[config.mk]
export PLATFORM = sky130hd
export DESIGN_NAME = fifo_queue_with_search
export DESIGN_NICKNAME = d
export VERILOG_FILES = /design/src/sv/fqs_pkg.sv /design/src/sv/fqs_store.sv /design/src/sv/fqs_seq.sv /design/src/sv/fifo_queue_with_search.sv
export SDC_FILE = /design/constraint.sdc
export NUM_CORES = 1
export LEC_CHECK = 0
export BUFFER_PORTS_ARGS = -buffer_cell sky130_fd_sc_hd__buf_2
export CAP_MARGIN = 20
export CORE_MARGIN = 5
export CORE_UTILIZATION = 45
export DETAILED_ROUTE_END_ITERATION = 7
export GPL_TIMING_DRIVEN = 0
export PLACE_DENSITY_LB_ADDON = 0.08
export SYNTH_ARGS = -nofsm -noshare
export SYNTH_HDL_FRONTEND = slang
export SYNTH_SLANG_ARGS = --single-unit
[constraint.sdc]
create_clock -name clk -period 5.9 [get_ports clk]
set_input_delay 1.77 -clock clk [delete_from_list [all_inputs] [get_ports clk]]
set_output_delay 1.77 -clock clk [all_outputs]
set_load 0.02 [all_outputs]
[src/sv/fqs_pkg.sv]
`timescale 1ns / 1ps
// Shared types, sizes and helper functions for the searchable FIFO queue.
// No dependencies; every module of the block imports this package.
package fqs_pkg;

    // Queue geometry
    localparam int DEPTH      = 16;
    localparam int DATA_WIDTH = 32;
    localparam int PTR_W      = (DEPTH > 1) ? $clog2(DEPTH) : 1;
    localparam int CNT_W      = $clog2(DEPTH + 1);

    // Field widths of the stream items
    localparam int KIND_W      = 2;
    localparam int VALUE_W     = 32;
    localparam int STATUS_W    = 2;
    localparam int OUT_FIELDS_W = STATUS_W + PTR_W + CNT_W + 1;
    localparam int OUT_TDATA_W  = ((OUT_FIELDS_W + 7) / 8) * 8;

    typedef enum logic [KIND_W-1:0] {
        KIND_PUSH  = 2'd0,
        KIND_POP   = 2'd1,
        KIND_FIND  = 2'd2,
        KIND_CLEAR = 2'd3
    } kind_t;

    typedef enum logic [STATUS_W-1:0] {
        ST_OK       = 2'd0,
        ST_EMPTY    = 2'd1,
        ST_FULL     = 2'd2,
        ST_NOTFOUND = 2'd3
    } status_t;

    // One result item
    typedef struct packed {
        status_t            status;
        logic [PTR_W-1:0]   position;
        logic [CNT_W-1:0]   count;
        logic               empty;
    } result_t;

    // Request from the sequencer to the entry store
    typedef struct packed {
        logic                  we;
        logic [PTR_W-1:0]      waddr;
        logic [DATA_WIDTH-1:0] wdata;
        logic                  re;
        logic [PTR_W-1:0]      raddr;
    } mem_req_t;

    // Sign-extend or truncate the request word to the stored width
    function automatic logic [DATA_WIDTH-1:0] widen_word(input logic signed [VALUE_W-1:0] v);
        return DATA_WIDTH'(v);
    endfunction

    // Circular pointer advance
    function automatic logic [PTR_W-1:0] next_slot(input logic [PTR_W-1:0] p);
        logic [PTR_W-1:0] n;
        if (p == PTR_W'(DEPTH - 1))
        begin
            n = '0;
        end
        else
        begin
            n = p + 1'b1;
        end
        return n;
    endfunction

endpackage

[src/sv/fqs_store.sv]
`timescale 1ns / 1ps
// Entry store of the queue: one write port, one registered read port.
// Depends on fqs_pkg.
module fqs_store
    import fqs_pkg::*;
(
    input  logic                  clk,
    input  mem_req_t              mem_req,
    output logic [DATA_WIDTH-1:0] rd_data
);

    logic [DATA_WIDTH-1:0] mem [DEPTH];
    logic [DATA_WIDTH-1:0] rd_data_reg;

    // Write port
    always_ff @(posedge clk)
    begin
        if (mem_req.we)
        begin
            mem[mem_req.waddr] <= mem_req.wdata;
        end
    end

    // Read port, data registered and valid in the cycle after the address
    always_ff @(posedge clk)
    begin
        if (mem_req.re)
        begin
            rd_data_reg <= mem[mem_req.raddr];
        end
    end

    assign rd_data = rd_data_reg;

endmodule

[src/sv/fqs_seq.sv]
`timescale 1ns / 1ps
// Request sequencer: pointers, count and the shared equality comparator
// that walks the entries for a find. Depends on fqs_pkg.
module fqs_seq
    import fqs_pkg::*;
(
    input  logic                  clk,
    input  logic                  rst_n,
    input  logic                  in_valid,
    output logic                  in_ready,
    input  kind_t                 in_kind,
    input  logic [DATA_WIDTH-1:0] in_word,
    output logic                  res_valid,
    input  logic                  res_ready,
    output result_t               res,
    output mem_req_t              mem_req,
    input  logic [DATA_WIDTH-1:0] rd_data
);

    typedef enum logic [1:0] {
        S_IDLE,
        S_SCAN,
        S_DONE
    } state_t;

    state_t                state_reg, state_next;
    logic [PTR_W-1:0]      head_reg, head_next;
    logic [PTR_W-1:0]      tail_reg, tail_next;
    logic [CNT_W-1:0]      cnt_reg, cnt_next;
    logic [DATA_WIDTH-1:0] key_reg, key_next;
    logic [PTR_W-1:0]      rd_ptr_reg, rd_ptr_next;
    logic [CNT_W-1:0]      issue_idx_reg, issue_idx_next;
    logic                  cmp_valid_reg, cmp_valid_next;
    logic [PTR_W-1:0]      cmp_idx_reg, cmp_idx_next;
    result_t               res_reg, res_next;
    logic                  hit;

    // Shared comparator
    assign hit = (rd_data == key_reg);

    // Next-state logic
    always_comb
    begin
        state_next     = state_reg;
        head_next      = head_reg;
        tail_next      = tail_reg;
        cnt_next       = cnt_reg;
        key_next       = key_reg;
        rd_ptr_next    = rd_ptr_reg;
        issue_idx_next = issue_idx_reg;
        cmp_valid_next = cmp_valid_reg;
        cmp_idx_next   = cmp_idx_reg;
        res_next       = res_reg;
        mem_req        = '0;
        mem_req.waddr  = tail_reg;
        mem_req.wdata  = in_word;
        mem_req.raddr  = rd_ptr_reg;
        in_ready       = (state_reg == S_IDLE);
        res_valid      = (state_reg == S_DONE);

        case (state_reg)
            S_IDLE:
            begin
                if (in_valid)
                begin
                    res_next.status   = ST_OK;
                    res_next.position = '0;
                    state_next        = S_DONE;
                    case (in_kind)
                        KIND_PUSH:
                        begin
                            if (cnt_reg == CNT_W'(DEPTH))
                            begin
                                res_next.status = ST_FULL;
                            end
                            else
                            begin
                                mem_req.we = 1'b1;
                                tail_next  = next_slot(tail_reg);
                                cnt_next   = cnt_reg + 1'b1;
                            end
                        end
                        KIND_POP:
                        begin
                            if (cnt_reg == '0)
                            begin
                                res_next.status = ST_EMPTY;
                            end
                            else
                            begin
                                head_next = next_slot(head_reg);
                                cnt_next  = cnt_reg - 1'b1;
                            end
                        end
                        KIND_FIND:
                        begin
                            if (cnt_reg == '0)
                            begin
                                res_next.status = ST_NOTFOUND;
                            end
                            else
                            begin
                                key_next       = in_word;
                                rd_ptr_next    = head_reg;
                                issue_idx_next = '0;
                                cmp_valid_next = 1'b0;
                                state_next     = S_SCAN;
                            end
                        end
                        KIND_CLEAR:
                        begin
                            if (cnt_reg == '0)
                            begin
                                res_next.status = ST_EMPTY;
                            end
                            else
                            begin
                                head_next = '0;
                                tail_next = '0;
                                cnt_next  = '0;
                            end
                        end
                        default:
                        begin
                            res_next.status = ST_OK;
                        end
                    endcase
                    res_next.count = cnt_next;
                    res_next.empty = (cnt_next == '0);
                end
            end

            S_SCAN:
            begin
                // issue the next read while comparing the previous word
                if (issue_idx_reg < cnt_reg)
                begin
                    mem_req.re     = 1'b1;
                    rd_ptr_next    = next_slot(rd_ptr_reg);
                    issue_idx_next = issue_idx_reg + 1'b1;
                    cmp_valid_next = 1'b1;
                    cmp_idx_next   = issue_idx_reg[PTR_W-1:0];
                end
                else
                begin
                    cmp_valid_next = 1'b0;
                end
                if (cmp_valid_reg)
                begin
                    if (hit)
                    begin
                        res_next.status   = ST_OK;
                        res_next.position = cmp_idx_reg;
                        state_next        = S_DONE;
                    end
                    else if (CNT_W'(cmp_idx_reg) == cnt_reg - 1'b1)
                    begin
                        res_next.status   = ST_NOTFOUND;
                        res_next.position = '0;
                        state_next        = S_DONE;
                    end
                end
            end

            S_DONE:
            begin
                if (res_ready)
                begin
                    state_next = S_IDLE;
                end
            end

            default:
            begin
                state_next = S_IDLE;
            end
        endcase
    end

    // State and registered outputs
    always_ff @(posedge clk or negedge rst_n)
    begin
        if (!rst_n)
        begin
            state_reg     <= S_IDLE;
            head_reg      <= '0;
            tail_reg      <= '0;
            cnt_reg       <= '0;
            key_reg       <= '0;
            rd_ptr_reg    <= '0;
            issue_idx_reg <= '0;
            cmp_valid_reg <= 1'b0;
            cmp_idx_reg   <= '0;
            res_reg       <= '0;
        end
        else
        begin
            state_reg     <= state_next;
            head_reg      <= head_next;
            tail_reg      <= tail_next;
            cnt_reg       <= cnt_next;
            key_reg       <= key_next;
            rd_ptr_reg    <= rd_ptr_next;
            issue_idx_reg <= issue_idx_next;
            cmp_valid_reg <= cmp_valid_next;
            cmp_idx_reg   <= cmp_idx_next;
            res_reg       <= res_next;
        end
    end

    assign res = res_reg;

    // Expected tail from head and count, for the ring check
    logic [CNT_W:0] ring_sum;
    logic [CNT_W:0] ring_tail;
    assign ring_sum  = (CNT_W + 1)'(head_reg) + (CNT_W + 1)'(cnt_reg);
    assign ring_tail = (ring_sum >= (CNT_W + 1)'(DEPTH)) ? ring_sum - (CNT_W + 1)'(DEPTH)
                                                         : ring_sum;

    a_cnt_bound: assert property (@(posedge clk) disable iff (!rst_n)
        cnt_reg <= CNT_W'(DEPTH))
        else $error("fill count above depth");

    a_ring: assert property (@(posedge clk) disable iff (!rst_n)
        tail_reg == ring_tail[PTR_W-1:0])
        else $error("tail pointer out of step with head and count");

    a_push_cnt: assert property (@(posedge clk) disable iff (!rst_n)
        (in_valid && in_ready && in_kind == KIND_PUSH && cnt_reg != CNT_W'(DEPTH))
        |=> cnt_reg == $past(cnt_reg) + 1'b1)
        else $error("accepted push did not grow the count");

    a_scan_nonempty: assert property (@(posedge clk) disable iff (!rst_n)
        state_reg == S_SCAN |-> cnt_reg != '0)
        else $error("scan running on an empty queue");

    a_cmp_idx: assert property (@(posedge clk) disable iff (!rst_n)
        (state_reg == S_SCAN && cmp_valid_reg) |-> CNT_W'(cmp_idx_reg) < cnt_reg)
        else $error("compare index beyond held entries");

endmodule

[src/sv/fifo_queue_with_search.sv]
`timescale 1ns / 1ps
// Searchable FIFO queue, top level. Push, pop and clear set their result in
// the sequencer's result register on acceptance; find walks the held entries
// from the head with the one-word-per-cycle comparator, through the single
// read port of the entry store, until a hit or the last entry. The result then
// moves to the output register. One request at a time, the next taken the
// cycle after its result moves out. Reset (rst_n, async) empties it.
module fifo_queue_with_search
    import fqs_pkg::*;
(
    input  logic                   clk,
    input  logic                   rst_n,
    input  logic                   s_tvalid,
    output logic                   s_tready,
    input  logic [VALUE_W-1:0]     s_tdata,  // value
    input  logic [KIND_W-1:0]      s_tuser,  // kind
    output logic                   m_tvalid,
    input  logic                   m_tready,
    output logic [OUT_TDATA_W-1:0] m_tdata   // status, position, count, empty_res, zero pad
);

    mem_req_t              mem_req;
    logic [DATA_WIDTH-1:0] rd_data;
    logic [DATA_WIDTH-1:0] in_word;
    logic                  res_valid;
    logic                  res_ready;
    result_t               res;
    logic                  m_valid_reg;
    result_t               out_reg;

    assign in_word = widen_word(s_tdata);

    fqs_seq u_seq (
        .clk       (clk),
        .rst_n     (rst_n),
        .in_valid  (s_tvalid),
        .in_ready  (s_tready),
        .in_kind   (kind_t'(s_tuser)),
        .in_word   (in_word),
        .res_valid (res_valid),
        .res_ready (res_ready),
        .res       (res),
        .mem_req   (mem_req),
        .rd_data   (rd_data)
    );

    fqs_store u_store (
        .clk     (clk),
        .mem_req (mem_req),
        .rd_data (rd_data)
    );

    // Output register
    assign res_ready = !m_valid_reg || m_tready;

    always_ff @(posedge clk or negedge rst_n)
    begin
        if (!rst_n)
        begin
            m_valid_reg <= 1'b0;
            out_reg     <= '0;
        end
        else if (res_valid && res_ready)
        begin
            m_valid_reg <= 1'b1;
            out_reg     <= res;
        end
        else if (m_tready)
        begin
            m_valid_reg <= 1'b0;
        end
    end

    assign m_tvalid = m_valid_reg;
    assign m_tdata  = OUT_TDATA_W'({out_reg.empty, out_reg.count, out_reg.position,
                                    out_reg.status});

endmodule

Word level (Yosys, flattened, before mapping). Memories as Yosys holds them, arrays and structs flattened. A register that Yosys moved wholly into a read port is not among the register bits. Cells that the tools add are included.

Mux-type cells: 55. Equality and inequality tests: 21. Reduce and logical (&&, ||, !) cells: 21. Order comparisons: 1. Add/sub/neg operators: 6. Bitwise logic cells: 1.

Operator list (count): $mux W5 (9); $mux W4 (10); $eq A32 B32 Y1 (1); $pmux W4 S2 (3); $mux W2 (9); $mux W6 (3); $reduce_and A4 Y1 (4); $pmux W5 S3 (1); $reduce_and A5 Y1 (3); $mux W1 (14); $add A4 B1 Y4 const B (3); $eq A4 B4 Y1 const B (3); $mux W12 (1); $pmux W2 S3 (2); $pmux W6 S2 (1); $add A5 B1 Y5 const B (2); $logic_not A5 Y1 (2); $ne A2 B2 Y1 const B (5); $pmux W5 S2 (1); $ne A2 B1 Y1 const B (4); $reduce_bool A2 Y1 (4); $eq A2 B2 Y1 const B (3); $eq A4 B5 Y1 (1); $eq A5 B5 Y1 const B (1); 12 further kinds (15).

RAM bits: 512. Memories: 1. Bits in registers: 81. Input port bits: 38.

Memories: u_store.mem (depth 16, bits a word 32, read ports 1, clocked after Yosys merged registers in 1, write ports 1, RTL line fqs_store.sv:12) `logic [DATA_WIDTH-1:0] mem [DEPTH];`.

Logic depth before layout (Yosys ltp).
Word-level depth: 8. Depth in mapped cells: 12. Depth with buffers taken out: 10.

Cells and area by module. Synthesis repeated with hierarchy kept, for this count alone.

Cell total of the unflattened synthesis: 1268. Area total of the unflattened synthesis: 24982.7 um^2.

Modules (own cells, without submodules): fqs_store (sequential area each 16335.7 um^2, times used 1, area each 20155.6 um^2, cells an instance 838); fqs_seq (sequential area each 1701.6 um^2, times used 1, area each 4242.8 um^2, cells an instance 396); fifo_queue_with_search (sequential area each 325.3 um^2, times used 1, area each 584.3 um^2, cells an instance 34).

Worst setup path after synthesis. OpenSTA, ideal clock, no wires.

Kind: input port to flip-flop. From: in s_tvalid. To: mem u_store.mem[3][0], enable pin. Setup slack: 407 ps. Required time: 5439 ps. Setup time: 461 ps. Buffers on the path: 0. Stages: 4. Arrival time: 5032 ps. Cells stage by stage: or3b_2 nor4_4 nand2_1 nor3_1.

Longest elaborated chain between the ends: 4.

RTL lines: start, declared (RTL line fifo_queue_with_search.sv:13) `input logic s_tvalid,`; $mux W1 (RTL line fqs_seq.sv:64) `if (in_valid)`; $mux W1 (RTL line fqs_seq.sv:61) `case (state_reg)`; $mux W1 (RTL line fqs_store.sv:18) `if (mem_req.we)`; $mux W1 (not written as such) (RTL line fqs_store.sv:20) `mem[mem_req.waddr] <= mem_req.wdata;`; end, declared (RTL line fqs_store.sv:12).

No other way between the ends.

Worst setup path after layout.
From: in s_tvalid. To: mem u_store.mem[0][7], enable pin.

Same word-level chain as after synthesis.

==> metrics.yaml <==
logic_synthesis:
  yosys_most_used_dff: "edfxtp_1"
  ys_ff_latch: 625
  synth_area_per_cell_sq_um: 19.5
  syn_inst: 1265
  yosys-top-cells-area: "edfxtp_1, mux4_2, dfrtp_1"
  yosys-top-cells-count: "edfxtp_1, mux4_2, nand2_1"
  synth.most_common_cell: "edfxtp_1"
  netlist_area_sq_um: 24700
  synth-edff-count: 544
  yosysTopAreaCell: "edfxtp_1"
  ys_types: 60
  ys_warn_count: 0
  yosysSeqAreaShare: 0.743
  async_flop_share: 0.130
  yosys.area.top_type_share: 0.661
route:
  dr_total_vias: 12400
  avgRoutedWirePerCell_um: 26.6
  routed_wl_um: 57800
  drtIter0Drc: 1062
  first_pass_iters: 5
  viasPerCell: 5.71
  antenna_left: 0
  drc: 0
layout:
  fillers: 4312
  n_antenna_cell: 0
  largest_reg_flops: 512
  area_growth_pct: 16.2
  seq_area_sq_um: 18400
  utilization: 0.530
  layout-drive-gt1-share: 0.270
  num-nets-final: 1477
  multiInputGateArea_sq_um: 6070
global_route:
  grt_overflow: 0
  antenna_found_initial: 1
  grt_pass1_wl_um: 85600
  grt_util_met3: 0.0335
  gr-max-usage-layer: "met2"
  grt_pass1_vias: 12800
  grt_max_degree: 44
  use_met1: 0.288
  grt_use_total: 0.195
  grt.met2_usage: 0.310
power:
  p_switching_mw: 3.65
  p_int_mw: 9.05
  swShare: 0.287
  vdd_ir_drop_max_v: 0.000243
  clkPwrFrac: 0.326
  seq_power_share: 0.433
  p_total_mw: 12.7
  combPwrFrac: 0.240
  leakage_nw: 9.66
  power.density_nw_per_um2: 442
timing:
  fin_hold_ws_ps: 473
  fmax_mhz: 245
  timing.final.crit_share: 0.691
  max-slew-margin-rel: 0.312
  setup_viol: 0
  drv_slew: 0
  fin_worst_skew_ps: 17.1
  rsz0062_at_grt: "false"
  period_needed_ps: 4070
  tightest_slew_ps: 1030
  final-hold-violation-count: 0
hold_path:
  hold_class: "register to register"
  hold_depth: 2
  hp-start: "m_tdata[0]"
floorplan:
  fp.dieH_um: 244
  die-area_sq_um: 59700
  row_count: 85
  core_area_sq_um: 54100
  initial_core_util: 0.456
  die_w_um: 244
  io_pins: 56
clocking:
  clk_pin_slew_worst_paths_ps: 60
  post_cts_resize_count: 0
  cts.sinks: 625
  htreeDepth: 3
  cts_buffers: 68
  holdBufCountCts: 0
  insertion_delay_ps: 590
  clockRootBuffer: "clkbuf_16"
  cts_tree: "built"
  cts.path.max_buffers: 3
  postCtsSetupRepairBufs: 0
setup_path:
  worstPathRequired_ps: 6190
  crit_path_end_kind: "register"
  worstRegToRegCells: 9
  critPathKind: "primary input to register"
  r2r-start: "u_seq.cnt_reg[0]"
  crit_top_cell: "buf_6"
  crit_slowest_cell: "nor3_2"
  worst_setup_path_start_kind: "primary input"
  critical_path.startpoint: "s_tvalid"
  crit_fanout: 8
  cp_cell_sequence: "buf_2, or3b_2, nor4_4, nand2_1, nor3_2, buf_6, buf_6"
  crit_arrival_ps: 4370
  slowest_delay_ps: 680
place:
  place.port_buffers: 51
  dp_hpwl_um: 38000
  gp_congestion: 0.781
status:
  status: "complete, no violations"
run:
  cap_violations: 0
[logic make-up (layout without fill, tap and decap cells)]
family | Yosys count | after routing | share of synthesized area
other | 1 | 4 | 0.000152
XOR/XNOR | 39 | 39 | 0.0138
adder cells (fa/ha/maj) | 14 | 14 | 0.00709
AO/OA/AOI/OAI | 88 | 88 | 0.0243
multiplexers | 171 | 171 | 0.151
AND/OR/NAND/NOR | 240 | 240 | 0.0442
buffers and inverters | 87 | 296 | 0.0160
flip-flops | 625 | 625 | 0.743
[metal layers]
metal / part of all wire / up-vias
met2: 0.48 / 344
li1: - / 5401
met5: 0.00019 / -
met4: 0.020 / 2
met1: 0.46 / 6565
met3: 0.047 / 87
[worst max-delay path, delay by kind of cell]
kind | cells | cell delay, ps
buffers and inverters | 3 | 570
and+or+nand+nor | 4 | 2000
[power groups by stage]
stage               clock, mW  combinational (mW)  sequential (mW)
finish                   4.14                3.05             5.50
global route             4.42                3.31             5.54
CTS                      4.25                3.10             5.50
detailed placement          0                3.09             5.58
global placement            0                2.98             5.60
floorplan                   0                1.99             5.57
[cells in the final DEF, fill, tap and decap left out, types with 5 or more instances in the layout]
cell type	synthesis	final
edfxtp_1	544	544
mux4_2	160	160
nand2_1	136	136
dfrtp_1	81	81
clkbuf_16	0	71
buf_2	20	70
clkbuf_1	28	51
xor2_1	35	35
o21ai_0	31	31
inv_1	21	21
nand3_1	20	20
nor2_1	31	18
buf_6	3	16
ha_1	14	14
nor2_4	0	13
o211ai_1	12	12
buf_12	0	12
a21oi_1	11	11
buf_1	10	10
clkinv_1	0	10
nor4_1	9	9
nand2b_1	8	8
mux2_2	8	8
buf_4	4	8
nor3_1	11	7
a31oi_1	6	6
clkinv_2	0	6
nor3_2	1	5
nand4_1	5	5
bufinv_16	0	5
[stage by stage]
stage / std cells / cell area [sq um] / setup TNS, ps / setup slack [ps]
after global placement: 2015 / 25800 / -706090 / -3060
after floorplan: 1268 / 24700 / 0 / 407
after detailed placement: 2050 / 26500 / 0 / 1220
after CTS: 2172 / 28700 / 0 / 1850
after global routing: 2173 / 28700 / 0 / 1740
final: 2173 / 28700 / 0 / 1830
[final timing paths]
check | to | slack [ps]
hold reg to reg | m_tdata[0] | 470
max in group asynchronous | u_seq.key_reg[18] | 4050
min in group asynchronous | m_tdata[4] | 1200
hold / removal | m_tdata[0] | 470
setup reg to reg | u_store.mem[0][7] | 2440
setup / recovery | u_store.mem[0][7] | 1830
[area by class of cell]
type / count / share of cell area
flip-flops and latches: 625 / 0.640
multi-input cells: 556 / 0.212
clock buffers: 98 / 0.0668
well taps: 696 / 0.0303
repair buffers: 87 / 0.0292
plain buffers: 65 / 0.0107
clock inverters: 24 / 0.00842
inverters: 22 / 0.00305
(Power assumes the default switching activity.)
